<file path="src/rtl/nbm_pkg.sv">
// Shared types, constants and codes of the NFA byte matcher.
package nbm_pkg;

	localparam int NUM_STATES = 256;
	localparam int SW         = $clog2(NUM_STATES);
	localparam int TAW        = SW + 8;
	localparam int APB_AW     = 3;

	typedef enum logic [2:0] {
		CMD_BYTE   = 3'd0,
		CMD_EPS    = 3'd1,
		CMD_START  = 3'd2,
		CMD_STEP   = 3'd3,
		CMD_FINISH = 3'd4
	} cmd_t;

	typedef enum logic {
		REG_START  = 1'b0,
		REG_ACCEPT = 1'b1
	} reg_t;

	typedef enum logic [3:0] {
		S_CLEAR,
		S_IDLE,
		S_INIT,
		S_POP,
		S_POPW,
		S_EPS,
		S_EPS2,
		S_STEP,
		S_DRAIN,
		S_RESULT
	} state_t;

	typedef struct packed {
		logic [7:0] start_state;
		logic [7:0] accept_state;
	} cfg_t;

	// true when a stored target names a state that can be entered
	function automatic logic usable(input logic [7:0] t);
		return (t != 8'd0) && ({1'b0, t} < 9'(NUM_STATES));
	endfunction

endpackage

</file>
<file path="src/rtl/nbm_cfg.sv">
// APB register file holding the start and accept states.
module nbm_cfg
	import nbm_pkg::*;
(
	input  logic              clk,
	input  logic              arst_n,
	input  logic              psel,
	input  logic              penable,
	input  logic              pwrite,
	input  logic [APB_AW-1:0] paddr,
	input  logic [31:0]       pwdata,
	output logic [31:0]       prdata,
	output logic              pready,
	output cfg_t              cfg
);
	cfg_t cfg_q;
	reg_t sel;

	assign sel    = reg_t'(paddr[2]);
	assign pready = 1'b1;
	assign cfg    = cfg_q;

	always_ff @(posedge clk or negedge arst_n) begin
		if (!arst_n) begin
			cfg_q <= '0;
		end else if (psel && penable && pwrite) begin
			unique case (sel)
				REG_START:  cfg_q.start_state  <= pwdata[7:0];
				REG_ACCEPT: cfg_q.accept_state <= pwdata[7:0];
				default:    cfg_q <= cfg_q;
			endcase
		end
	end

	always_comb begin
		unique case (sel)
			REG_START:  prdata = {24'd0, cfg_q.start_state};
			REG_ACCEPT: prdata = {24'd0, cfg_q.accept_state};
			default:    prdata = 32'd0;
		endcase
	end
endmodule

</file>
<file path="config.mk">
export PLATFORM = sky130hd
export DESIGN_NAME = nbm_cfg
export DESIGN_NICKNAME = d
export VERILOG_FILES = /design/src/rtl/nbm_pkg.sv /design/src/rtl/nbm_cfg.sv
export SDC_FILE = /design/constraint.sdc
export NUM_CORES = 1
export LEC_CHECK = 0
export BUFFER_PORTS_ARGS = -buffer_cell sky130_fd_sc_hd__buf_2
export CAP_MARGIN = 40
export CELL_PAD_IN_SITES_DETAIL_PLACEMENT = 0
export CELL_PAD_IN_SITES_GLOBAL_PLACEMENT = 1
export CORE_MARGIN = 2
export CORE_UTILIZATION = 25
export CTS_CLUSTER_DIAMETER = 60
export DETAILED_ROUTE_END_ITERATION = 12
export PLACE_DENSITY = 0.79
export SYNTH_ARGS = -nofsm -noshare
export SYNTH_HDL_FRONTEND = slang
export SYNTH_SLANG_ARGS = --single-unit
export TNS_END_PERCENT = 5
</file>
<file path="constraint.sdc">
create_clock -name clk -period 0.9 [get_ports clk]
set_input_delay 0.18 -clock clk [delete_from_list [all_inputs] [get_ports clk]]
set_output_delay 0.18 -clock clk [all_outputs]
set_load 0.005 [all_outputs]
</file>
# Word-level counts from Yosys, hierarchy flattened
# Cells that the tools add are included.
totals:
  in_bits: 40
  out_inout_bits: 49
  regBits: 16
op_classes:
  reduce_logical: 4
  bitwise: 1
  muxes: 1
ops:
  columns: ["op", "count"]
  rows:
  - ["one-hot mux 32 bit (2 select lines)", 1]
  - ["AND reduction 2 bit", 2]
  - ["logical AND 1 bit", 2]
  - ["NOT 1 bit", 1]

# Logic depth before layout (Yosys ltp)
# Gate-level depths: netlist of run 1.
depth:
  depth_word: 3
  depth_mapped: 3
  ltp_nobuf: 2

# Worst setup path after synthesis of run 1
# Ideal clock, no wire load.
synth_path:
  kind: "input -> register"
  startpoint: "input paddr[2]"
  endpoint: "register cfg_q, in the netlist cfg[10]"
  required_ns: 0.775
  cell_stages: 3
  arrival_time_ns: 0.815
  setup_time_ns: 0.125
  slack_ns: -0.040
  n_path_buf: 1
  cell_sequence: "buf_6 -> nand4b_4 -> mux2_2"
synth_between:
  elab_chain_len: 2
synth_lines:
  columns: ["item", "line_no", "text"]
  rows:
  - ["from (decl)", "nbm_cfg.sv:10", "input logic [APB_AW-1:0] paddr,"]
  - ["NOT 1 bit", null, null]
  - ["AND reduction 2 bit (no line)", null, null]
  - ["to (signal assigned)", "nbm_cfg.sv:30", "default: cfg_q <= cfg_q;"]
  - ["to (decl)", "nbm_cfg.sv:16", "cfg_t cfg_q;"]
# Every way passes these cells.
# A chain may end at the register's enable or synchronous reset.

# Final worst setup path of run 1
layout_path:
  startpoint: "register cfg_q, in the netlist cfg[8]"
  endpoint: "output prdata[0]"
layout_between:
  elab_chain_len: 1
layout_lines:
  columns: ["item", "line_no", "text"]
  rows:
  - ["one-hot mux 32 bit (2 select lines)", "nbm_cfg.sv:36", "unique case (sel)"]
  - ["to (decl)", "nbm_cfg.sv:12", "output logic [31:0] prdata,"]
# Every way passes these cells. The select of a mux whose other input is x is not followed.

==> results by group, run 1 <==
Pwr
  • Share of total power in combinational logic: 42.2%
  • Peak VDD IR: 547 uV
  • Clk pwr share: 19.8%
  • Sw Ratio: 26.1%
  • Design Power: 2.58 mW
  • Int Pwr: 1.90 mW
  • Seq pwr share: 38.0%
  • Pwr Density: 1910 nW/um^2
  • P_sw: 671 uW
  • Leakage: 0.714 nW

Routing
  • DRT Pass-1 Iters: 2
  • WL final: 2020 um
  • Initial drt markers: 4
  • Post-route ant nets: 0
  • Via-to-Cell Ratio: 3.66
  • WL/cell: 11.6 um
  • Drt drc: 0
  • DR vias: 637

Hold path
  • Hold/Removal Path Class: in -> reg

Cells and area
  • Area occupied by registers: 400 um^2
  • Commonest non-fill, non-tap cell in the layout: buf_2
  • Most frequent cells in the layout: 28 x buf_2, 25 x conb_1, 18 x mux2_2, 16 x dfrtp_1, 16 x buf_6
  • Share of cells above drive strength 1: 66.7%
  • Fillcell total: 363
  • Finished Cell Area: 1350 um^2
  • Area Overhead vs Synth: 46.0%
  • Max reg flops: 16
  • Fin nets: 168
  • N_diodes: 0
  • Area taken by multi-input logic gates: 432 um^2

Die
  • Initial Utilization: 25.6%
  • Die area: 4190 um^2
  • Core region area: 3610 um^2
  • Die H: 64.7 um
  • FP Rows: 22
  • Die X: 64.7 um
  • Num ports: 89

Outcome
  • Failing checks: setup timing
  • Outcome: finished with violations

Synthesis
  • Number of synthesis warnings: 0
  • Synth cell types: 7
  • Sequential area share after synthesis: 43.4%
  • Mapped cell area: 922 um^2
  • Yosys reg bits: 16
  • Post-Syn Instances: 70
  • Mapped Avg Cell Area: 13.2 um^2

STA
  • Final setup margin: -315 ps
  • Final setup viols: 27
  • Hold Vio Cnt, Final: 0
  • Period utilisation layout: 135%
  • Fmax: 823 MHz
  • Clock Skew: 0 ps
  • RSZ-0062 raised after global routing: yes
  • Slew Limit Fails: 0
  • Min Hold Slack: 182 ps
  • Fin crit period: 1220 ps

Worst setup path
  • Largest stage delay, worst path: 390 ps
  • CP endpoint kind: output port
  • Max Fanout on Critical Path: 2
  • R2R cell count: 3
  • Reg2reg end: cfg[2]
  • Worst setup SP type: register
  • WP data required: 720 ps
  • Worst Path Arrival: 1040 ps
  • Worst setup path class: reg -> out
  • Crit path launch: cfg[8]
  • Reg2reg start: cfg[2]
  • Cell breakdown of the critical path: mux2_4 > buf_6
  • Critical path's slowest cell: dfrtp_1
  • R2r setup slk: -100 ps
  • CP endpoint: prdata[0]

Clocking
  • H-tree levels: 1
  • Longest Clk Path Bufs: 2
  • TritonCTS clock tree: done
  • CTS Sinks: 16
  • Num CTS Buffers: 3
  • Clk_lat worst skew: 240 ps
  • Clk slew on worst S/H paths: 60 ps
  • Root buffer cell: clkbuf_8

Place
  • Placed Area: 1140 um^2
  • GP Congestion: 0.606
  • Pre-CTS setup slack: -217 ps
  • Input/output buffers: 37
  • Hpwl dp: 1520 um

Flow run
  • Max_cap viols: 0

GRT
  • Overall Global Routing Usage: 9.81%
  • Number of global-route vias before repair: 656
  • Antenna violations before repair: 0
  • Remaining global-route overflow: 0
  • Largest net degree at the start of global routing: 17
  • First-pass GRT wire length: 3040 um
## kinds of logic (layout without fill, tap and decap cells)
logic type / after synthesis / after routing / share of synthesized area [%]
AND/OR/NAND/NOR: 2 / 2 / 4.88
flip-flops: 16 / 16 / 43.4
multiplexers: 24 / 24 / 29.3
other: 2 / 25 / 0.814
buffers and inverters: 26 / 59 / 21.6
## stage by stage
step	TNS (ps)	cells	utilization [%]
6_report	-4660	174	37.3
4_1_cts	-4450	172	35.6
3_3_place_gp	-3960	164	31.7
2_1_floorplan	-285	93	-
3_5_place_dp	-4500	164	31.7
5_1_grt	-5560	174	37.3
## cell type report
cell class / count / share of cell area [%]
clock buffers: 3 / 3.07
multi-input cells: 51 / 32.1
flip-flops and latches: 16 / 29.7
repair buffers: 56 / 30.7
well taps: 48 / 4.46
## critical path: cells and delay by family (launching register included)
kind	cells	cell delay (ps)
DFF	1	390
muxes	1	280
buffers and inverters	1	110
## repair_timing
item | in CTS | in global routing
buffers inserted | 4 | 2
pin swaps | 0 | 0
endpoints found under the setup margin | 24 | 32
gates resized for setup | 11 | 11
hold endpoints to repair | 16 | 0
hold buffers | 1 | 0
## cell usage after synthesis
cell       n  area [um^2]
nand4_4    1         21.3
buf_6      1         11.3
conb_1     2         7.51
mux2_2    24          270
dfrtp_1   16          400
nand4b_4   1         23.8
buf_4     25          188
## power groups by stage
stage          Sequential [mW]  Clock (mW)  Combinational (mW)
6_report                 0.979       0.511                1.09
5_1_grt                  0.998       0.564                1.18
4_1_cts                  0.968       0.540               0.969
3_5_place_dp             0.984           0               0.777
3_3_place_gp             0.967           0               0.749
2_1_floorplan             1.00           0               0.370
## worst min path at each step
stage | endpoint | cells past startpoint | slack, ps | start
after floorplan | cfg[0] | 0 | -120 | arst_n
after global placement | cfg[6] | 1 | 110 | arst_n
after detailed placement | cfg[6] | 1 | 120 | arst_n
after CTS | cfg[11] | 2 | 180 | pwdata[3]
after global routing | cfg[5] | 2 | 180 | pwdata[5]
final | cfg[11] | 2 | 180 | pwdata[3]
## layer usage
layer / share of wire [%] / up-vias / track usage, % / routed length [um]
li1: - / 299 / - / -
met1: 37 / 317 / 10.5 / 745
met2: 57 / 21 / 18.7 / 1160
met3: 5.6 / 0 / 2.78 / 112
met4: 0 / 0 / 2.39 / 0
met5: 0 / - / 0 / 0
Power figures use the tool's default switching activity.
==> inputs of run 2 (changes only) <==
Settings changed: PLACE_DENSITY 0.79 to 0.81.
==> run 2 against run 1 <==
The flow still finishes with violations (setup timing); sequential share of layout area down 0.25 points; via count grew 0.63%; largest cell class unchanged; total power is 1.9% higher; register-to-register slack better by 90 ps; utilization up 0.31 points; clock power is essentially flat.
==> results by group, run 2 (synthesis results as in run 1) <==
Worst setup path
  • Worst setup path class: reg -> out (unchanged)
  • Critical path's slowest cell: dfrtp_1 (unchanged)
  • CP endpoint kind: output port (unchanged)
  • Reg2reg end: cfg[3] (was cfg[2])
  • Crit path launch: cfg[11] (was cfg[8])
  • CP endpoint: prdata[3] (was prdata[0])
  • R2R cell count: 2 (was 3)
  • Worst Path Arrival: 1040 ps (about the same)
  • Reg2reg start: cfg[3] (was cfg[2])
  • Cell breakdown of the critical path: mux2_4 > buf_6 (unchanged)
  • Largest stage delay, worst path: 400 ps (was 390 ps)
  • WP data required: 720 ps (about the same)
  • Worst setup SP type: register (unchanged)
  • R2r setup slk: -10 ps (was -100 ps)
  • Max Fanout on Critical Path: 3 (was 2)

Die
  • Die H: 64.7 um (unchanged)
  • FP Rows: 22 (unchanged)
  • Initial Utilization: 25.6% (unchanged)
  • Num ports: 89 (unchanged)
  • Core region area: 3610 um^2 (unchanged)
  • Die area: 4190 um^2 (unchanged)
  • Die X: 64.7 um (unchanged)

Routing
  • DRT Pass-1 Iters: 4 (was 2)
  • Drt drc: 0 (unchanged)
  • Initial drt markers: 7 (was 4)
  • Via-to-Cell Ratio: 3.73 (was 3.66)
  • WL/cell: 12.3 um (was 11.6 um)
  • DR vias: 641 (was 637)
  • WL final: 2110 um (was 2020 um)
  • Post-route ant nets: 0 (unchanged)

Cells and area
  • Layout Cells excl Fill: 172 (was 174)
  • Area Overhead vs Synth: 47.2% (was 46.0%)
  • Max reg flops: 16 (unchanged)
  • Fin nets: 166 (was 168)
  • Most frequent cells in the layout: 25 x conb_1, 25 x buf_2, 20 x buf_6, 17 x mux2_2, 16 x dfrtp_1 (was 28 x buf_2, 25 x conb_1, 18 x mux2_2, 16 x dfrtp_1, 16 x buf_6)
  • Share of cells above drive strength 1: 66.1% (was 66.7%)
  • Fillcell total: 370 (was 363)
  • Finished Cell Area: 1360 um^2 (was 1350 um^2)
  • N_diodes: 0 (unchanged)

Clocking
  • CTS Sinks: 16 (unchanged)
  • Num CTS Buffers: 3 (unchanged)
  • Clk slew on worst S/H paths: 60 ps (about the same)
  • Clk_lat worst skew: 240 ps (about the same)
  • Root buffer cell: clkbuf_8 (unchanged)
  • Longest Clk Path Bufs: 2 (unchanged)
  • H-tree levels: 1 (unchanged)
  • TritonCTS clock tree: done (unchanged)

STA
  • Clock Skew: 0 ps (unchanged)
  • RSZ-0062 raised after global routing: yes (unchanged)
  • Final setup viols: 25 (was 27)
  • Period utilisation layout: 136% (was 135%)
  • Final setup margin: -324 ps (was -315 ps)
  • Fmax: 817 MHz (was 823 MHz)
  • Slew Limit Fails: 0 (unchanged)
  • Hold Vio Cnt, Final: 0 (unchanged)
  • Fin crit period: 1220 ps (about the same)

Pwr
  • Int Pwr: 1.94 mW (was 1.90 mW)
  • Leakage: 0.716 nW (was 0.714 nW)
  • Sw Ratio: 26.3% (was 26.1%)
  • Seq pwr share: 37.7% (was 38.0%)
  • Peak VDD IR: 455 uV (was 547 uV)
  • Pwr Density: 1930 nW/um^2 (was 1910 nW/um^2)
  • Share of total power in combinational logic: 42.7% (was 42.2%)
  • Design Power: 2.62 mW (was 2.58 mW)
  • P_sw: 689 uW (was 671 uW)
  • Clk pwr share: 19.6% (was 19.8%)

GRT
  • Antenna violations before repair: 0 (unchanged)
  • Grt met3 use: 2.60% (was 2.78%)
  • Largest net degree at the start of global routing: 17 (unchanged)
  • First-pass GRT wire length: 3080 um (was 3040 um)
  • Busiest layer in global routing: met2 (unchanged)
  • Remaining global-route overflow: 0 (unchanged)
  • Met2 Resource Use GR: 19.1% (was 18.7%)
  • Met1 Usage GRT: 10.1% (was 10.5%)
  • Overall Global Routing Usage: 9.85% (was 9.81%)
  • Number of global-route vias before repair: 674 (was 656)

Place
  • GP Congestion: 0.660 (was 0.606)
  • Placed cells: 166 (was 164)
  • Input/output buffers: 37 (unchanged)
  • Hpwl dp: 1600 um (was 1520 um)
  • Placed Area: 1160 um^2 (was 1140 um^2)

Flow run
  • Max_cap viols: 0 (unchanged)

Hold path
  • Hold/Removal Path Class: in -> reg (unchanged)

Outcome
  • Failing checks: setup timing (unchanged)
  • Outcome: finished with violations (unchanged)
-- run 2: per-stage QoR --
| stage | hold slack [ps] | utilization [%] | TNS [ps] | setup WS [ps] |
|---|---|---|---|---|
| after floorplan | -116 | - | -285 | -35.6 |
| after global placement | 107 | 32.2 | -3740 | -182 |
| after detailed placement | 118 | 32.2 | -3940 | -185 |
| after CTS | 176 | 35.3 | -4320 | -326 |
| after global routing | 181 | 37.6 | -4940 | -349 |
| final | 180 | 37.6 | -4180 | -324 |
-- run 2: worst min path at each step --
stage	start	to	cells after the start
floorplan	arst_n	cfg[0]	0
global placement	arst_n	cfg[10]	1
detailed placement	arst_n	cfg[2]	1
CTS	pwdata[5]	cfg[13]	2
global route	pwdata[5]	cfg[13]	2
finish	pwdata[5]	cfg[13]	2
-- run 2: layer usage --
metal / vias up / share of wire, %
met2: 28 / 56
met5: - / 0
met3: 0 / 5.8
met1: 317 / 38
met4: 0 / 0
li1: 296 / -
-- run 2: timing repair --
action	in CTS	in global routing
hold endpoints to repair	16	0
hold buffers	1	0
endpoints found under the setup margin	24	29
pin swaps	0	0
buffers inserted	0	2
gates resized for setup	12	15
-- run 2: cell type report --
type	count	area, um^2	area share [%]
well taps	48	60.1	4.42
repair buffers	54	420	31.0
flip-flops and latches	16	400	29.5
multi-input cells	51	435	32.1
clock buffers	3	41.3	3.04
-- run 2: worst max-delay path, delay by kind of cell, from the launching register on --
family,cells,cell delay (ps)
buf+inv,1,120
flops,1,400
mux,1,290
-- run 2: power groups by stage --
stage | Sequential (mW) | Combinational [mW] | Clock, mW
floorplan | 1.00 | 0.370 | 0
global placement | 0.963 | 0.793 | 0
detailed placement | 0.982 | 0.823 | 0
CTS | 0.978 | 0.957 | 0.538
global route | 1.00 | 1.21 | 0.564
finish | 0.991 | 1.12 | 0.514
